==> config.mk <==
export PLATFORM = sky130hd
export DESIGN_NAME = spq_cell
export DESIGN_NICKNAME = d
export VERILOG_FILES = /design/src/rtl/spq_pkg.sv /design/src/rtl/spq_cell.sv
export SDC_FILE = /design/constraint.sdc
export NUM_CORES = 1
export LEC_CHECK = 0
export BUFFER_PORTS_ARGS = -buffer_cell sky130_fd_sc_hd__buf_4
export CAP_MARGIN = 30
export CELL_PAD_IN_SITES_DETAIL_PLACEMENT = 1
export CELL_PAD_IN_SITES_GLOBAL_PLACEMENT = 1
export CORE_MARGIN = 1
export CORE_UTILIZATION = 25
export CTS_CLUSTER_SIZE = 30
export DETAILED_ROUTE_END_ITERATION = 6
export GPL_TIMING_DRIVEN = 0
export MAX_ROUTING_LAYER = met4
export PLACE_DENSITY_LB_ADDON = 0.1
export SLEW_MARGIN = 20
export SYNTH_ARGS = -nofsm -noshare
export SYNTH_HDL_FRONTEND = slang
export SYNTH_SLANG_ARGS = --single-unit
==> constraint.sdc <==
create_clock -name clk -period 2.85 [get_ports clk]
set_clock_uncertainty 0.1 [all_clocks]
set_input_delay 0 -clock clk [delete_from_list [all_inputs] [get_ports clk]]
set_output_delay 0 -clock clk [all_outputs]
set_load 0.05 [all_outputs]
==> src/rtl/spq_pkg.sv <==
// spq_pkg: operation and status codes, cell commands and the cell control bundle
// for the stable priority queue. No dependencies.
package spq_pkg;

    localparam int TAG_W    = 16;
    localparam int FIELD_W  = 16;
    localparam int COUNT_W  = 7;
    localparam int STATUS_W = 3;
    localparam int FUNC_W   = 2;

    typedef enum logic [FUNC_W-1:0] {
        FN_INSERT  = 2'd0,
        FN_POP     = 2'd1,
        FN_UPGRADE = 2'd2,
        FN_CLEAR   = 2'd3
    } func_t;

    typedef enum logic [STATUS_W-1:0] {
        ST_OK         = 3'd0,
        ST_EMPTY      = 3'd1,
        ST_NOT_URGENT = 3'd2,
        ST_NOT_FOUND  = 3'd3,
        ST_FULL       = 3'd4
    } status_t;

    typedef enum logic [1:0] {
        CMD_HOLD   = 2'd0,
        CMD_INSERT = 2'd1,
        CMD_REMOVE = 2'd2
    } cell_cmd_t;

    // Per-cell control from the sequencer
    typedef struct packed {
        cell_cmd_t cmd;
        logic      occupied;  // cell index is below the entry count
        logic      del;       // on remove: take the right neighbor's entry
    } cell_ctrl_t;

endpackage

==> src/rtl/spq_cell.sv <==
// spq_cell: one slot of the sorted chain; holds a tag and priority and trades
// entries with its neighbors on insert and remove. Depends on spq_pkg.
module spq_cell #(
    parameter int PRIO_WIDTH = 16
) (
    input  logic                     clk,
    input  spq_pkg::cell_ctrl_t      ctrl,
    input  logic [spq_pkg::TAG_W-1:0] ins_tag,
    input  logic [PRIO_WIDTH-1:0]    ins_prio,
    input  logic [PRIO_WIDTH-1:0]    key_prio,
    input  logic [spq_pkg::TAG_W-1:0] match_tag,
    input  logic [PRIO_WIDTH-1:0]    match_prio,
    input  logic [spq_pkg::TAG_W-1:0] left_tag,
    input  logic [PRIO_WIDTH-1:0]    left_prio,
    input  logic                     left_le,
    input  logic [spq_pkg::TAG_W-1:0] right_tag,
    input  logic [PRIO_WIDTH-1:0]    right_prio,
    output logic [spq_pkg::TAG_W-1:0] tag,
    output logic [PRIO_WIDTH-1:0]    prio,
    output logic                     le,
    output logic                     match
);
    import spq_pkg::*;

    logic [TAG_W-1:0]      tag_reg, tag_next;
    logic [PRIO_WIDTH-1:0] prio_reg, prio_next;

    // le: this entry stays ahead of a new entry with key priority (ties keep order)
    assign le    = ctrl.occupied && (prio_reg <= key_prio);
    assign match = ctrl.occupied && (tag_reg == match_tag) && (prio_reg == match_prio);
    assign tag   = tag_reg;
    assign prio  = prio_reg;

    always_comb
    begin
        tag_next  = tag_reg;
        prio_next = prio_reg;
        case (ctrl.cmd)
            CMD_INSERT:
            begin
                if (!le)
                begin
                    if (left_le)
                    begin
                        tag_next  = ins_tag;
                        prio_next = ins_prio;
                    end
                    else
                    begin
                        tag_next  = left_tag;
                        prio_next = left_prio;
                    end
                end
            end
            CMD_REMOVE:
            begin
                if (ctrl.del)
                begin
                    tag_next  = right_tag;
                    prio_next = right_prio;
                end
            end
            default:
            begin
                tag_next  = tag_reg;
                prio_next = prio_reg;
            end
        endcase
    end

    always_ff @(posedge clk)
    begin
        tag_reg  <= tag_next;
        prio_reg <= prio_next;
    end

endmodule

==> metrics.txt <==
Worst path max stage delay=0.49 ns; Max Freq=389 MHz; CTS sink cnt=32; critical path class=reg2reg; CTS tree=built; Pint=1.09 mW; Post-Synth Simple-Gate Area=0.117; core box area=9280 µm²; clock root cell=clkbuf_8; Pwr Total=1.66 mW; IO Pins=184; mux cell area share after synthesis=0.133; most frequent cells in the layout=buf_4 (182), dlygate4sd3_1 (49), nand2_1 (35), o21ai_0 (33); routed via count=2745; Die Height=100 µm; number of antenna violations at the first check in global routing=0; crit path launch type=register; synthesized cell area=2410 µm²; unrepaired setup endpoints after global routing=false; die boundary width=100 µm; status=finished with violations; Hold Crit Class=in2reg; Detailed Route WL=around 9700 µm; register area share after synthesis=0.398; Post-layout nets=649; Net Sw Power=567 µW; Worst R2R Start=prio[13]$_DFFE_PP_; worst-margin pin slew=0.572 ns; first-pass GRT wire length=between 10000 and 15000 µm; CP Cell Sequence=ha_1 > nand4_2 > nor3_2 > a21boi_1 > o31a_1 > a221o_4; endpoints failing setup=0; Final Cell Area=approximately 4500 µm²; violated checks=negative hold slack; Ys Warns=0; register share of total power=0.375; WHS=-0.0147 ns; pin count of the biggest net entering global routing=33; largest family of logic cells by synthesized area=multiplexers; R2R depth=6; Rows=35; dpl cell area=3950 µm²; Max Cap Viol=0; First-pass DRT Iterations=4; crit path time final=2.57 ns; grt total ovfl=0; WP data arrival=2.40 ns; Req. time, crit path=between 2 and 3 ns; min-delay src=left_tag[13]; Final period util=0.902; endpoints failing hold=3; CP max-delay cell=edfxtp_1; via/cell ratio=4.48; Port Buf Inserts=182; EDFF count, synth=32; die area=10100 µm²; Syn Area/Cell=approximately 9.9 µm²; switching portion of total power=0.342; leak pwr=between 2 and 2.5 nW; Initial Util=0.260; Power Dens Cells=around 370 nW/µm²; layout cells sized above 1=0.413; TritonCTS buffer count=5; CP startpoint=prio[13]$_DFFE_PP_; Seq cells post-synth=32; Crit Path Max Fanout=32; CP Capture Type=register; commonest non-fill, non-tap cell in the layout=buf_4; gp weighted congestion=0.728; Netlist cell types=29; Worst slew margin=0.618; hpwl dp=7670 µm; Synth Area in XOR/XNOR=0.109; Pins Over Slew Limit=0; clk slew on worst S/H paths=around 0.07 ns; post-synthesis compound-gate area fraction=0.112; Peak VDD IR=0.155 mV; DR WL/cell=roughly 16 µm; ys flop type=edfxtp_1; Logic pwr share=0.419; FFs w/ async S/R, synth=0; Area growth syn-to-layout=87.6%; Synth Area in Adders=0.0829; Ant. Diodes=0; worst skew pair latency=0.28 ns; number of H-tree levels=2; Synth Instances=245; number of global-route vias before repair=around 3000; CTS max path bufs=2; hold path depth=3; syn nets=~410; clock network power share=0.207; Remaining DRCs=0; Setup Buffers After CTS=0; Routed Antenna Nets=0; First DRT Iteration DRCs=33; total track usage=0.199
-- cell type report --
type / count / area [µm²]
buffer: 11 / 51.3
clock buffer: 7 / 76.3
clock inverter: 1 / 3.75
fill: 1103 / 4750
inverter: 18 / 67.6
multi-input combinational: 184 / 1350
sequential: 32 / 961
tap: 129 / 161
timing repair buffer: 231 / 1860
-- worst paths after layout --
kind,to,slack (ns)
worst min-delay path,tag[13]$_DFFE_PP_,-0.01
worst max-delay path,tag[3]$_DFFE_PP_,0.28
worst max register to register,tag[3]$_DFFE_PP_,0.28
worst min register to register,prio[15]$_DFFE_PP_,1.52
-- worst max-delay path, delay by kind of cell, from the launching register on --
family | cells | cell delay, ns
AO/OA/AOI/OAI | 3 | 0.87
flip-flops | 1 | 0.49
AND/OR/NAND/NOR | 2 | 0.39
adder cells (fa/ha/maj) | 1 | 0.36
-- power by group through the flow --
stage | clock network, mW | logic, mW | registers (mW)
after CTS | 0.351 | 0.699 | 0.622
after floorplan | 0 | 0.192 | 0.763
after global routing | 0.366 | 0.747 | 0.627
after global placement | 0 | 0.616 | 0.631
final | 0.342 | 0.694 | 0.620
after detailed placement | 0 | 0.627 | 0.633
-- cell usage after synthesis (all sizes together) (5+ instances only) --
library cell,number,area [µm²]
inv,18,67.6
nor4,7,43.8
ha,16,200
buf,8,40.0
nor2b,5,31.3
mux2i,32,320
edfxtp,32,961
nand4,6,43.8
xor2,26,228
nand2,35,131
o21ai,33,165
a21oi,6,33.8
-- metrics by stage --
| stage | util | setup TNS [ns] | std cells | hold WS [ns] | setup slack [ns] |
|---|---|---|---|---|---|
| final | 0.488 | 0 | 613 | -0.0147 | 0.281 |
| after global routing | 0.488 | 0 | 613 | 0.00862 | 0.128 |
| after CTS | 0.488 | 0 | 613 | 0.000358 | 0.233 |
| after detailed placement | 0.425 | -0.114 | 556 | 0.180 | -0.00535 |
| after global placement | 0.425 | 0 | 556 | 0.174 | 0.0240 |
| after floorplan | - | 0 | 245 | 0.0860 | 0.210 |
-- what timing repair did --
item,4_1_cts,5_1_grt
endpoints found under the hold margin,32,0
gates resized for setup,1,0
hold buffers,49,0
endpoints found under the setup margin,32,0
-- logic make-up after synthesis --
kind of cell             count (synthesis)
flip-flops                              32
AO/OA/AOI/OAI                           48
adder cells (fa/ha/maj)                 16
XOR/XNOR                                30
buffers and inverters                   29
AND/OR/NAND/NOR                         58
multiplexers                            32
-- per-layer routing --
layer,vias to the layer above,part of all wire,GRT usage
met5,-,0,-
met4,0,0.012,0.0457
met3,12,0.058,0.0383
met2,99,0.53,0.370
met1,1282,0.40,0.219
li1,1352,-,-
(Power assumes the default switching activity.)
